**src/rtl/lzf_pkg.sv**
```systemverilog
// shared types, constants and helpers of the relative lz factoriser
// no dependencies; every other file imports this package
`timescale 1ns / 1ps
`default_nettype none

package lzf_pkg;

    // store geometry and field widths
    localparam int unsigned REF_LEN_MAX = 65536;
    localparam int unsigned IDX_W       = 17;
    localparam int unsigned LEN_W       = 32;
    localparam int unsigned CODE_W      = 3;
    localparam int unsigned SRCH_W      = 18;

    localparam logic [IDX_W-1:0] REF_MAX_IDX = IDX_W'(REF_LEN_MAX);
    localparam logic [LEN_W-1:0] LEN_LIMIT   = {LEN_W{1'b1}};

    // ascii of the lower-case n that forms runs
    localparam logic [7:0] CHAR_LOWER_N = 8'h6E;

    typedef enum logic [1:0] {
        REQ_LOAD_REF = 2'd0,
        REQ_LOAD_SA  = 2'd1,
        REQ_SYMBOL   = 2'd2,
        REQ_END      = 2'd3
    } t_req;

    typedef enum logic [1:0] {
        STS_FACTOR   = 2'd0,
        STS_BAD_BYTE = 2'd1,
        STS_ABSENT   = 2'd2
    } t_sts;

    // datapath operations, one per cycle
    typedef enum logic [4:0] {
        OP_NOP,
        OP_LATCH,
        OP_WRITE,
        OP_RESTART,
        OP_INIT,
        OP_MID,
        OP_RD_SA,
        OP_RD_REF,
        OP_RD_REF_NB,
        OP_GO_LEFT,
        OP_GO_RIGHT,
        OP_FOUND,
        OP_NEIGHBOR,
        OP_COMMIT,
        OP_N_STEP,
        OP_EMIT_N,
        OP_EMIT_SA,
        OP_EMIT_INV,
        OP_EMIT_ABS,
        OP_FINISH
    } t_op;

    typedef enum logic [4:0] {
        ST_IDLE,
        ST_DISPATCH,
        ST_EMIT_RUN,
        ST_INIT,
        ST_MID,
        ST_SA,
        ST_REF,
        ST_CMP,
        ST_NSA,
        ST_NREF,
        ST_NCMP,
        ST_FAIL,
        ST_EMIT_MIS,
        ST_EMIT_ABS,
        ST_COMMIT,
        ST_LIMIT,
        ST_EMIT_LIM,
        ST_EMIT_PRE_N,
        ST_N_STEP,
        ST_N_LIM,
        ST_EMIT_NLIM,
        ST_EMIT_EOS,
        ST_EMIT_INV,
        ST_FINISH
    } t_state;

    typedef struct packed {
        t_op  op;
        logic cfg_wr;
    } t_cmd;

    typedef struct packed {
        t_req req;
        logic sym_invalid;
        logic sym_is_n;
        logic in_run;
        logic ml_zero;
        logic ml_at_limit;
        logic retried;
        logic range_empty;
        logic lt;
        logic gt;
        logic at_edge;
        logic nb_differs;
        logic second;
        logic pend_valid;
        logic out_free;
    } t_status;

    // ascii nucleotide to base code, zero for anything else
    function automatic logic [CODE_W-1:0] base_code(input logic [7:0] b);
        logic [CODE_W-1:0] c;
        unique case (b)
            8'h61, 8'h41: c = 3'd1; // a
            8'h63, 8'h43: c = 3'd2; // c
            8'h67, 8'h47: c = 3'd3; // g
            8'h6E, 8'h4E: c = 3'd4; // n
            8'h74, 8'h54: c = 3'd5; // t
            default:      c = 3'd0;
        endcase
        return c;
    endfunction

endpackage

`default_nettype wire

```
**src/rtl/lzf_ctrl.sv**
```systemverilog
// controller of the factoriser: sequences loads, binary searches and results
// depends on lzf_pkg; drives lzf_dp through t_cmd and reads t_status
`timescale 1ns / 1ps
`default_nettype none

module lzf_ctrl (
    input  wire logic             i_clk,
    input  wire logic             i_rst_n,
    input  wire logic             i_in_valid,
    input  wire logic             i_cfg_valid,
    input  wire lzf_pkg::t_status i_sts,
    output lzf_pkg::t_cmd         o_cmd,
    output logic                  o_in_ready,
    output logic                  o_cfg_ready
);
    import lzf_pkg::*;

    t_state r_state;
    t_state n_state;
    logic   w_can_emit;

    // a result may move when the pending slot can drain
    assign w_can_emit = !i_sts.pend_valid || i_sts.out_free;

    // state register
    always_ff @(posedge i_clk) begin
        if (!i_rst_n) begin
            r_state <= ST_IDLE;
        end else begin
            r_state <= n_state;
        end
    end

    // next state
    always_comb begin
        n_state = r_state;
        unique case (r_state)
            ST_IDLE: begin
                if (i_in_valid) n_state = ST_DISPATCH;
            end
            ST_DISPATCH: begin
                unique case (i_sts.req)
                    REQ_LOAD_REF, REQ_LOAD_SA: n_state = ST_IDLE;
                    REQ_END: n_state = i_sts.ml_zero ? ST_FINISH : ST_EMIT_EOS;
                    REQ_SYMBOL: begin
                        priority if (i_sts.sym_invalid) n_state = ST_EMIT_INV;
                        else if (i_sts.sym_is_n) begin
                            n_state = (!i_sts.in_run && !i_sts.ml_zero)
                                      ? ST_EMIT_PRE_N : ST_N_STEP;
                        end else begin
                            n_state = i_sts.in_run ? ST_EMIT_RUN : ST_INIT;
                        end
                    end
                    default: n_state = ST_IDLE;
                endcase
            end
            ST_EMIT_RUN:   if (w_can_emit) n_state = ST_INIT;
            ST_INIT:       n_state = ST_MID;
            ST_MID:        n_state = i_sts.range_empty ? ST_FAIL : ST_SA;
            ST_SA:         n_state = ST_REF;
            ST_REF:        n_state = ST_CMP;
            ST_CMP: begin
                priority if (i_sts.lt || i_sts.gt) n_state = ST_MID;
                else if (i_sts.at_edge) n_state = i_sts.second ? ST_COMMIT : ST_MID;
                else n_state = ST_NSA;
            end
            ST_NSA:        n_state = ST_NREF;
            ST_NREF:       n_state = ST_NCMP;
            ST_NCMP: begin
                n_state = (i_sts.nb_differs && i_sts.second) ? ST_COMMIT : ST_MID;
            end
            ST_FAIL: begin
                n_state = (!i_sts.retried && !i_sts.ml_zero) ? ST_EMIT_MIS : ST_EMIT_ABS;
            end
            ST_EMIT_MIS:   if (w_can_emit) n_state = ST_INIT;
            ST_EMIT_ABS:   if (w_can_emit) n_state = ST_FINISH;
            ST_COMMIT:     n_state = ST_LIMIT;
            ST_LIMIT:      n_state = i_sts.ml_at_limit ? ST_EMIT_LIM : ST_FINISH;
            ST_EMIT_LIM:   if (w_can_emit) n_state = ST_FINISH;
            ST_EMIT_PRE_N: if (w_can_emit) n_state = ST_N_STEP;
            ST_N_STEP:     n_state = ST_N_LIM;
            ST_N_LIM:      n_state = i_sts.ml_at_limit ? ST_EMIT_NLIM : ST_FINISH;
            ST_EMIT_NLIM:  if (w_can_emit) n_state = ST_FINISH;
            ST_EMIT_EOS:   if (w_can_emit) n_state = ST_FINISH;
            ST_EMIT_INV:   if (w_can_emit) n_state = ST_FINISH;
            ST_FINISH:     if (w_can_emit) n_state = ST_IDLE;
            default:       n_state = ST_IDLE;
        endcase
    end

    // command outputs
    always_comb begin
        o_cmd.op     = OP_NOP;
        o_cmd.cfg_wr = 1'b0;
        o_in_ready   = (r_state == ST_IDLE);
        o_cfg_ready  = (r_state == ST_IDLE);
        unique case (r_state)
            ST_IDLE: begin
                o_cmd.cfg_wr = i_cfg_valid;
                if (i_in_valid) o_cmd.op = OP_LATCH;
            end
            ST_DISPATCH: begin
                if (i_sts.req == REQ_LOAD_REF || i_sts.req == REQ_LOAD_SA) begin
                    o_cmd.op = OP_WRITE;
                end else if (i_sts.req == REQ_END && i_sts.ml_zero) begin
                    o_cmd.op = OP_RESTART;
                end
            end
            ST_EMIT_RUN:   if (w_can_emit) o_cmd.op = OP_EMIT_N;
            ST_INIT:       o_cmd.op = OP_INIT;
            ST_MID:        if (!i_sts.range_empty) o_cmd.op = OP_MID;
            ST_SA, ST_NSA: o_cmd.op = OP_RD_SA;
            ST_REF:        o_cmd.op = OP_RD_REF;
            ST_NREF:       o_cmd.op = OP_RD_REF_NB;
            ST_CMP: begin
                priority if (i_sts.lt) o_cmd.op = OP_GO_RIGHT;
                else if (i_sts.gt) o_cmd.op = OP_GO_LEFT;
                else if (i_sts.at_edge) o_cmd.op = OP_FOUND;
                else o_cmd.op = OP_NEIGHBOR;
            end
            ST_NCMP: begin
                priority if (i_sts.nb_differs) o_cmd.op = OP_FOUND;
                else if (i_sts.second) o_cmd.op = OP_GO_RIGHT;
                else o_cmd.op = OP_GO_LEFT;
            end
            ST_EMIT_MIS, ST_EMIT_LIM, ST_EMIT_PRE_N: begin
                if (w_can_emit) o_cmd.op = OP_EMIT_SA;
            end
            ST_EMIT_ABS:   if (w_can_emit) o_cmd.op = OP_EMIT_ABS;
            ST_COMMIT:     o_cmd.op = OP_COMMIT;
            ST_N_STEP:     o_cmd.op = OP_N_STEP;
            ST_EMIT_NLIM:  if (w_can_emit) o_cmd.op = OP_EMIT_N;
            ST_EMIT_EOS: begin
                if (w_can_emit) o_cmd.op = i_sts.in_run ? OP_EMIT_N : OP_EMIT_SA;
            end
            ST_EMIT_INV:   if (w_can_emit) o_cmd.op = OP_EMIT_INV;
            ST_FINISH:     if (w_can_emit) o_cmd.op = OP_FINISH;
            ST_FAIL, ST_LIMIT, ST_N_LIM: o_cmd.op = OP_NOP;
            default:       o_cmd.op = OP_NOP;
        endcase
    end

endmodule

`default_nettype wire

```
**config.mk**
```make
export PLATFORM = sky130hd
export DESIGN_NAME = lzf_ctrl
export DESIGN_NICKNAME = d
export VERILOG_FILES = /design/src/rtl/lzf_pkg.sv /design/src/rtl/lzf_ctrl.sv
export SDC_FILE = /design/constraint.sdc
export NUM_CORES = 1
export LEC_CHECK = 0
export BUFFER_PORTS_ARGS = -buffer_cell sky130_fd_sc_hd__buf_4
export CAP_MARGIN = 40
export CORE_UTILIZATION = 45
export DETAILED_ROUTE_END_ITERATION = 7
export PLACE_DENSITY = 0.69
export SLEW_MARGIN = 20
export SYNTH_ARGS = -nofsm -noshare
export SYNTH_HDL_FRONTEND = slang
export SYNTH_SLANG_ARGS = --single-unit
```
**constraint.sdc**
```tcl
create_clock -name i_clk -period 1.9 [get_ports i_clk]
set_input_delay 0.38 -clock i_clk [delete_from_list [all_inputs] [get_ports i_clk]]
set_output_delay 0.38 -clock i_clk [all_outputs]
set_load 0.02 [all_outputs]
```
==> results.sh, run 1 <==
export IMPL_rows=17
export IMPL_grt_pass1_wl_um=7730
export IMPL_synth_cell_types=56
export IMPL_tightest_slew_ns=0.478
export IMPL_drive_gt1_share_pct=55.5
export IMPL_ys_warn_count=0
export IMPL_synth_area_leaders="dfxtp_1 9.1%, nor2b_1 5.1%, a211oi_1 4.8%"
export IMPL_setup_tns_ns=-1.76
export IMPL_clock_sinks=5
export IMPL_die_w_um=51.4
export IMPL_area_growth_pct=85.4
export IMPL_gp_congestion=0.920
export IMPL_required_ns=1.52
export IMPL_avgSynthCellArea_um2=6.99
export IMPL_combPwrFrac_pct=86.5
export IMPL_multiInputGateArea_mm2=0.00109
export IMPL_chipHeight_um=51.4
export IMPL_viasPerCell=7.36
export IMPL_yosysSeqAreaShare_pct=9.12
export IMPL_cts_buffers=3
export IMPL_power_frac_seq_pct=8.7
export IMPL_synth_edf_count=0
export IMPL_synth_common_cells="14 x nand2_1, 10 x buf_2, 9 x nor2_1, 9 x nor2b_1, 7 x a211oi_1"
export IMPL_netlist_area_mm2=0.00110
export IMPL_slowest_delay_ns=0.38
export IMPL_rsz0062_at_grt="true"
export IMPL_start_util_pct=48.7
export IMPL_clock_skew_ns=0.0140
export IMPL_die_area_mm2=0.00264
export IMPL_switching_power_mw=1.51
export IMPL_total_power_mw=3.05
export IMPL_synth_seq_cells=5
export IMPL_dpl_cell_area_mm2=0.00163
export IMPL_layout_cells_non_filler=264
export IMPL_io_buffer_count=27
export IMPL_fin_nets=257
export IMPL_ant_nets=0
export IMPL_track_usage_pct=39.5
export IMPL_syn_nets=177
export IMPL_maxCapViolations=0
export IMPL_drc=0
export IMPL_fin_ws_ns=-0.404
export IMPL_fin_crit_ns=2.30
export IMPL_sw_frac_of_total_pct=49.5
export IMPL_htree_levels=1
export IMPL_clock_latency_ns=0.27
export IMPL_start_kind="flop"
export IMPL_ir_drop_mv=1.34
export IMPL_layout_area_seq_um2=119
export IMPL_grt_overflow=0
export IMPL_finalMaxSlewViolations=0
export IMPL_max_freq_mhz=434
export IMPL_fin_crit_sh_pct=121
export IMPL_worstHoldPathType="in2reg"
export IMPL_cpLargestDelayFamily="compound AO/OA/AOI/OAI gates"
export IMPL_setup_viol=7
export IMPL_final_hold_violation_count=0
export IMPL_clk_pin_slew_ns=0.07
export IMPL_status="finished, violations left"
export IMPL_hpwl_um=3270
export IMPL_yosysMostFrequentCell="nand2_1"
export IMPL_core_mm2=0.00225
export IMPL_slowest_stage="dfxtp_4"
export IMPL_crit_path_end_kind="output pin"
export IMPL_cts_tree="built"
export IMPL_wire_per_inst_um=23.5
export IMPL_grt_max_degree=14
export IMPL_nFillCells=100
export IMPL_synth_top_area_share_pct=9.12
export IMPL_largest_register_ffs=5
export IMPL_critPathBufInv=2
export IMPL_antenna_cells=0
export IMPL_reg_top3="r_state x5"
export IMPL_clockBufferDepth=2
export IMPL_dpl_cell_count=248
export IMPL_ys_flop_type="dfxtp_1"
export IMPL_cellLeakagePower_nw=0.894
export IMPL_worstSetupPathType="reg2out"
export IMPL_yosysTopAreaCell="dfxtp_1"
export IMPL_cts_root_buf="clkbuf_4"
export IMPL_fin_area_mm2=0.00203
export IMPL_crit_path_max_fanout=11
export IMPL_arrival_ns=1.92
export IMPL_crit_chain="buf_8 > o211ai_1 > o32ai_1 > a22o_1 > a222oi_1 > nand2_1 > buf_6"
export IMPL_vias=1942
export IMPL_p_int_mw=1.54
export IMPL_grt_pass1_vias=1682
export IMPL_p_per_area_mw_per_mm2=1500
export IMPL_antenna_found_initial=0
export IMPL_p_clk_share_pct=4.9
export IMPL_dp_slack_ns=-0.175
export IMPL_fin_util_pct=90.2
export IMPL_dr_pass1_iters=6
export IMPL_drt_first_iter_violations=142
export IMPL_synth_async_reset_ratio_pct=0
export IMPL_slew_headroom_pct=68.0
export IMPL_violations="setup timing"
export IMPL_io_pins=28
export IMPL_largest_register="r_state"
export IMPL_whs_ns=0.401
export IMPL_syn_inst=157
export IMPL_wirelength_um=6200
final timing paths:
| check | startpoint | to | slack (ns) | cells past startpoint |
|---|---|---|---|---|
| worst min register to register | r_state[1] | r_state[1] | 0.60 | 2 |
| worst max register to register | r_state[1] | r_state[1] | -0.04 | 7 |
| worst min-delay path | i_rst_n | r_state[4] | 0.40 | 2 |
| worst max-delay path | r_state[1] | o_cmd[1] | -0.40 | 7 |
placed cells by master (no fill, tap or decap), types with 3 or more instances in the layout:
cell type	count
o21ai_1	3
o211ai_1	4
a211oi_1	6
nand2_1	13
nand4_1	4
nor2b_1	8
clkbuf_4	3
nand2b_1	3
dfxtp_4	5
buf_6	10
a21oi_1	3
a211oi_4	3
o32ai_1	3
o22ai_1	4
nor3_1	3
o21ai_2	3
nor2_1	7
inv_1	5
buf_4	77
a211o_1	4
power groups by stage:
stage / Clock, mW / Combinational [mW] / Sequential [mW]
global route: 0.153 / 2.76 / 0.261
global placement: 0 / 1.81 / 0.232
detailed placement: 0 / 1.86 / 0.233
finish: 0.149 / 2.63 / 0.264
CTS: 0.126 / 2.04 / 0.245
floorplan: 0 / 1.09 / 0.166
final cells by class:
| cell class | instances | area share [%] |
|---|---|---|
| Sequential cell | 5 | 5.84 |
| Tap cell | 28 | 1.72 |
| Clock buffer | 4 | 1.29 |
| Multi-Input combinational cell | 131 | 53.4 |
| Timing Repair Buffer | 90 | 36.7 |
| Inverter | 6 | 1.11 |
cell families (layout without fill, tap and decap cells):
kind of cell	count (synthesis)	after routing	share of synthesized area, %
and+or+nand+nor	70	70	38.5
AOI/OAI and AO/OA	60	60	41.8
DFF	5	5	9.12
xor gates and xnor gates	1	1	0.798
buffers and inverters	21	100	9.69
timing repair:
item | 4_1_cts | 5_1_grt
hold buffers | 0 | 0
cloned | 0 | 1
endpoints found under the setup margin | 12 | 9
pin swaps | 9 | 18
resized for setup | 32 | 34
setup buffers | 7 | 11
layer usage:
layer	share of wire (%)	GRT usage, %	vias up
met2	44	67.1	221
met4	8.4	18.0	0
met5	0	0	-
met1	35	47.5	866
li1	-	-	772
met3	13	7.14	83
Power figures use the tool's default switching activity.
==> inputs of run 2 (changes only) <==
- ABC_AREA: not set -> 0
- CORE_UTILIZATION: 45 -> 53
- PLACE_DENSITY: 0.69 -> 0.8
==> results.sh, run 2 <==
export IMPL_gp_congestion=0.994
export IMPL_htree_levels=1
export IMPL_yosysSeqAreaShare_pct=9.12
export IMPL_yosysMostFrequentCell="nand2_1"
export IMPL_synth_async_reset_ratio_pct=0
export IMPL_cts_root_buf="clkbuf_4"
export IMPL_error="[ERROR GRT-0116] Global routing finished with congestion. Check the congestion regions in the DRC Viewer."
export IMPL_die_w_um=47.5
export IMPL_grt_pass1_wl_um=10900
export IMPL_synth_area_leaders="dfxtp_1 9.1%, nor2b_1 5.1%, a211oi_1 4.8%"
export IMPL_start_util_pct=55.9
export IMPL_ys_warn_count=0
export IMPL_io_pins=28
export IMPL_chipHeight_um=47.5
export IMPL_grt_pass1_vias=2159
export IMPL_hpwl_um=3280
export IMPL_rows=16
export IMPL_cts_buffers=3
export IMPL_yosysTopAreaCell="dfxtp_1"
export IMPL_clock_sinks=5
export IMPL_grt_max_degree=16
export IMPL_synth_common_cells="14 x nand2_1, 10 x buf_2, 9 x nor2_1, 9 x nor2b_1, 7 x a211oi_1"
export IMPL_synth_edf_count=0
export IMPL_synth_seq_cells=5
export IMPL_syn_inst=157
export IMPL_track_usage_pct=70.9
export IMPL_ys_flop_type="dfxtp_1"
export IMPL_grt_overflow=10
export IMPL_dp_slack_ns=-0.195
export IMPL_synth_top_area_share_pct=9.12
export IMPL_syn_nets=177
export IMPL_netlist_area_mm2=0.00110
export IMPL_dpl_cell_count=240
export IMPL_status="stopped before the end"
export IMPL_avgSynthCellArea_um2=6.99
export IMPL_synth_cell_types=56
export IMPL_clockBufferDepth=2
export IMPL_lastStage="5_1_grt"
export IMPL_io_buffer_count=27
export IMPL_hold_buffers=0
==> run 2: cell counts after synthesis <==
No cell type changed its count.
==> run 2: through the flow <==
stage	cell area (um2)	utilization (%)	TNS, ns
2_1_floorplan	1100	-	0
3_5_place_dp	1610	81.8	-0.995
3_3_place_gp	1610	81.8	-0.266
4_1_cts	1860	94.7	-0.769
==> run 2: cells by family after synthesis <==
family	Yosys count	synth area share, %
buffers and inverters	21	9.69
XOR/XNOR	1	0.798
AND/OR/NAND/NOR	70	38.5
flip-flops	5	9.12
AO/OA/AOI/OAI	60	41.8
==> run 2: per-layer routing <==
metal,GRT overflow,GRT usage (%)
met2,6,91.5
met1,0,69.2
met5,0,17.5
met4,4,75.4
met3,0,50.6
==> run 2: timing repair <==
item / in CTS
cloned: 1
gates resized for setup: 41
endpoints found under the hold margin: 0
pin swaps: 17
setup buffers: 8
setup endpoints to repair: 10
==> inputs of run 3 (changes only) <==
- CORE_AREA: not set -> 2 2 63 65
- CORE_UTILIZATION: 53 -> not set
- DIE_AREA: not set -> 0 0 65 67
- PLACE_DENSITY: 0.8 -> not set
- PLACE_DENSITY_LB_ADDON: not set -> 0.15
==> results.sh, run 3 (same netlist as run 1, synthesis figures left out) <==
export IMPL_wire_per_inst_um=15.9
export IMPL_grt_pass1_vias=1436
export IMPL_dpl_cell_area_mm2=0.00159
export IMPL_violations="setup timing"
export IMPL_grt_pass1_wl_um=6810
export IMPL_fin_area_mm2=0.00195
export IMPL_clk_pin_slew_ns=0.03
export IMPL_htree_levels=1
export IMPL_antenna_cells=0
export IMPL_worstSetupPathType="reg2out"
export IMPL_tightest_slew_ns=0.449
export IMPL_chipHeight_um=67
export IMPL_fin_ws_ns=-0.243
export IMPL_max_freq_mhz=467
export IMPL_antenna_found_initial=0
export IMPL_arrival_ns=1.76
export IMPL_cts_tree="built"
export IMPL_ant_nets=0
export IMPL_p_per_area_mw_per_mm2=1350
export IMPL_crit_path_max_fanout=6
export IMPL_nFillCells=354
export IMPL_status="finished, violations left"
export IMPL_vias=1549
export IMPL_hold_buffers=0
export IMPL_fin_nets=246
export IMPL_reg_top3="r_state x5"
export IMPL_ir_drop_mv=0.810
export IMPL_io_pins=28
export IMPL_total_power_mw=2.62
export IMPL_crit_chain="buf_6 > o211ai_1 > o32ai_2 > a22o_1 > a222oi_1 > nand2_1 > buf_6"
export IMPL_clock_sinks=5
export IMPL_switching_power_mw=1.22
export IMPL_sw_frac_of_total_pct=46.3
export IMPL_slew_headroom_pct=70.1
export IMPL_track_usage_pct=20.3
export IMPL_viasPerCell=5.67
export IMPL_area_growth_pct=77.7
export IMPL_cts_root_buf="clkbuf_8"
export IMPL_combPwrFrac_pct=83.4
export IMPL_cts_buffers=3
export IMPL_drive_gt1_share_pct=53.3
export IMPL_dp_slack_ns=-0.243
export IMPL_drt_first_iter_violations=125
export IMPL_wirelength_um=4350
export IMPL_fin_crit_ns=2.14
export IMPL_slowest_stage="dfxtp_4"
export IMPL_crit_top_cell="buf_6"
export IMPL_p_int_mw=1.41
export IMPL_setup_viol=5
export IMPL_drc=0
export IMPL_clock_latency_ns=0.22
export IMPL_grt_max_degree=14
export IMPL_die_area_mm2=0.00436
export IMPL_fin_util_pct=54.1
export IMPL_slowest_delay_ns=0.36
export IMPL_layout_area_seq_um2=116
export IMPL_final_hold_violation_count=0
export IMPL_multiInputGateArea_mm2=0.00105
export IMPL_clockBufferDepth=2
export IMPL_largest_register_ffs=5
export IMPL_rsz0062_at_grt="true"
export IMPL_core_mm2=0.00361
export IMPL_required_ns=1.52
export IMPL_worstHoldPathType="in2reg"
export IMPL_crit_path_end_kind="output pin"
export IMPL_start_kind="flop"
export IMPL_grt_overflow=0
export IMPL_fin_crit_sh_pct=113
export IMPL_final_common_cell="buf_4"
export IMPL_largest_register="r_state"
export IMPL_finalMaxSlewViolations=0
export IMPL_io_buffer_count=27
export IMPL_layout_common_cells="64 x buf_4, 14 x nand2_1, 12 x buf_6"
export IMPL_cellLeakagePower_nw=0.823
export IMPL_power_frac_seq_pct=9.1
export IMPL_hpwl_um=3170
export IMPL_clock_skew_ns=0.000314
export IMPL_p_clk_share_pct=7.5
export IMPL_rows=22
export IMPL_die_w_um=65
export IMPL_dr_pass1_iters=5
export IMPL_gp_congestion=0.869
export IMPL_maxCapViolations=0
export IMPL_start_util_pct=30.4
run 3: final cells by class:
cell class,instances,area share (%)
Tap cell,48,3.08
Multi-Input combinational cell,131,54.1
Inverter,6,1.16
Clock buffer,4,2.31
Timing Repair Buffer,79,33.4
Sequential cell,5,5.97
run 3: final timing paths:
kind	from	endpoint	slack, ns	cells past startpoint
max	r_state[1]	o_cmd[1]	-0.24	7
min	i_rst_n	r_state[4]	0.46	2
max reg2reg	r_state[2]	r_state[1]	0.05	8
min reg2reg	r_state[3]	r_state[3]	0.68	3
run 3: power by group through the flow:
stage | clock [mW] | sequential [mW] | combinational, mW
6_report | 0.197 | 0.240 | 2.19
5_1_grt | 0.210 | 0.246 | 2.33
4_1_cts | 0.204 | 0.241 | 2.05
3_5_place_dp | 0 | 0.227 | 1.77
3_3_place_gp | 0 | 0.225 | 1.77
2_1_floorplan | 0 | 0.166 | 1.09
run 3: repair_timing:
item,in CTS,in global routing
gates cloned,0,1
buffers inserted,9,3
pin swaps,10,14
setup endpoints to repair,10,10
gates resized for setup,44,15
run 3: per-layer routing:
metal	track usage, %	routed length, um	vias to the layer above	part of all wire, %
met5	0	0	-	0
met4	5.59	60	0	1.4
met3	2.70	268	6	6.2
met2	36.2	2090	57	48
met1	25.4	1930	739	44
li1	-	-	747	-
run 3: through the flow:
stage / instances / hold WS (ns) / setup TNS [ns]
final: 273 / 0.457 / -0.793
after global routing: 273 / 0.460 / -1.13
after CTS: 270 / 0.448 / -0.569
after detailed placement: 259 / 0.665 / -1.06
after global placement: 259 / 0.649 / -1.06
after floorplan: 157 / 0.513 / 0
run 3: critical path, delay by kind of cell, from the launching register on:
family / cells / cell delay (ns)
compound gates: 4 / 0.78
buf+inv: 2 / 0.28
flops: 1 / 0.36
simple gates: 1 / 0.12
==> inputs of run 4 (changes only) <==
==> constraint.sdc (replaced) <==
create_clock -name i_clk -period 1.9 [get_ports i_clk]
set_input_delay 0.285 -clock i_clk [delete_from_list [all_inputs] [get_ports i_clk]]
set_output_delay 0.285 -clock i_clk [all_outputs]
set_load 0.02 [all_outputs]
==> results.sh, run 4 (same netlist as run 1, synthesis figures left out) <==
export IMPL_ir_drop_mv=0.590
export IMPL_crit_top_cell="buf_6"
export IMPL_hpwl_um=3120
export IMPL_cts_root_buf="clkbuf_8"
export IMPL_setup_tns_ns=-0.244
export IMPL_fin_crit_sh_pct=107
export IMPL_largest_register="r_state"
export IMPL_area_growth_pct=57.4
export IMPL_core_mm2=0.00361
export IMPL_largest_register_ffs=5
export IMPL_cts_buffers=3
export IMPL_dr_pass1_iters=7
export IMPL_dpl_cell_count=248
export IMPL_min_from="i_rst_n"
export IMPL_clock_skew_ns=0.000542
export IMPL_die_w_um=65
export IMPL_required_ns=1.62
export IMPL_wire_per_inst_um=15.7
export IMPL_reg2reg_depth=7
export IMPL_clockBufferDepth=2
export IMPL_reg_top3="r_state x5"
export IMPL_vias=1448
export IMPL_slowest_delay_ns=0.36
export IMPL_io_buffer_count=27
export IMPL_grt_pass1_wl_um=6460
export IMPL_tightest_slew_ns=0.415
export IMPL_rsz0062_at_grt="true"
export IMPL_setup_viol=4
export IMPL_fin_ws_ns=-0.130
export IMPL_path_depth=7
export IMPL_clk_pin_slew_ns=0.04
export IMPL_crit_path_end_kind="output pin"
export IMPL_cp_startpoint="r_state[1]"
export IMPL_fin_crit_ns=2.03
export IMPL_wirelength_um=3990
export IMPL_drive_gt1_share_pct=44.2
export IMPL_chipHeight_um=67
export IMPL_r2r_start="r_state[0]"
export IMPL_layout_area_seq_um2=111
export IMPL_start_kind="flop"
export IMPL_nFillCells=377
export IMPL_layout_cells_non_filler=254
export IMPL_arrival_ns=1.74
export IMPL_status="finished, violations left"
export IMPL_slowest_stage="dfxtp_4"
export IMPL_layout_common_cells="52 x buf_4, 13 x nand2_1, 9 x nor2_1"
export IMPL_rows=22
export IMPL_cts_tree="built"
export IMPL_total_power_mw=2.39
export IMPL_fin_util_pct=47.9
export IMPL_clock_latency_ns=0.22
export IMPL_grt_max_degree=19
export IMPL_clock_sinks=5
export IMPL_violations="setup timing"
export IMPL_worstHoldPathType="in2reg"
export IMPL_finalMaxSlewViolations=0
export IMPL_viasPerCell=5.70
export IMPL_cellLeakagePower_nw=0.719
export IMPL_gp_congestion=0.828
export IMPL_slew_headroom_pct=72.3
export IMPL_ant_nets=0
export IMPL_cpLargestDelayFamily="compound AO/OA/AOI/OAI gates"
export IMPL_final_hold_violation_count=0
export IMPL_multiInputGateArea_um2=981
export IMPL_io_pins=28
export IMPL_max_freq_mhz=493
export IMPL_final_common_cell="buf_4"
export IMPL_critPathBufInv=2
export IMPL_whs_path_depth=2
export IMPL_p_per_area_mw_per_mm2=1380
export IMPL_antenna_cells=0
export IMPL_htree_levels=1
export IMPL_maxCapViolations=0
export IMPL_crit_path_max_fanout=7
export IMPL_grt_overflow=0
export IMPL_worstSetupPathType="reg2out"
export IMPL_drt_first_iter_violations=127
export IMPL_antenna_found_initial=0
export IMPL_track_usage_pct=18.6
export IMPL_crit_chain="buf_6 > o211ai_1 > o32ai_2 > a22o_1 > a222oi_1 > nand2_1 > buf_6"
export IMPL_whs_ns=0.349
export IMPL_drc=0
export IMPL_start_util_pct=30.4
export IMPL_grt_pass1_vias=1332
export IMPL_die_area_mm2=0.00436
export IMPL_fin_nets=227
-- run 4: cell count changes in the layout (fill, tap and decap cells not counted), sizes merged --
cell | previous run | this run
buf | 79 | 60
-- run 4: final timing paths --
check | end | slack [ns]
worst min register to register | r_state[2] | 0.63
worst max register to register | r_state[1] | 0.06
worst max-delay path | o_cmd[1] | -0.13
worst min-delay path | r_state[4] | 0.35
-- run 4: through the flow --
step                setup slack (ns)  area, um2
global placement              0.0558       1550
CTS                           -0.123       1690
floorplan                      0.119       1100
detailed placement           0.00138       1550
finish                        -0.130       1730
global route                  -0.184       1730
-- run 4: timing repair --
action                     CTS  global route
gates resized for setup     22             7
hold buffers                 0             0
pin swaps                    7             4
setup endpoints to repair    7            10
setup buffers                2             0
-- run 4: power by group --
group / total [mW] / internal, mW / switching [mW]
Combinational: 1.97 / 0.966 / 1.01
Sequential: 0.216 / 0.156 / 0.0601
Clock: 0.200 / 0.144 / 0.0556
Total: 2.39 / 1.27 / 1.12
-- run 4: layer usage --
layer	GRT usage, %	part of all wire (%)
met5	0	0
met4	1.60	1.1
met3	1.86	6.9
met2	31.6	45
met1	26.2	47
-- run 4: area by class of cell --
| class | instances | area share, % |
|---|---|---|
| Multi-Input combinational cell | 131 | 56.8 |
| Timing Repair Buffer | 60 | 29.3 |
| Sequential cell | 5 | 6.45 |
| Tap cell | 48 | 3.48 |
| Clock buffer | 4 | 2.61 |
| Inverter | 6 | 1.30 |
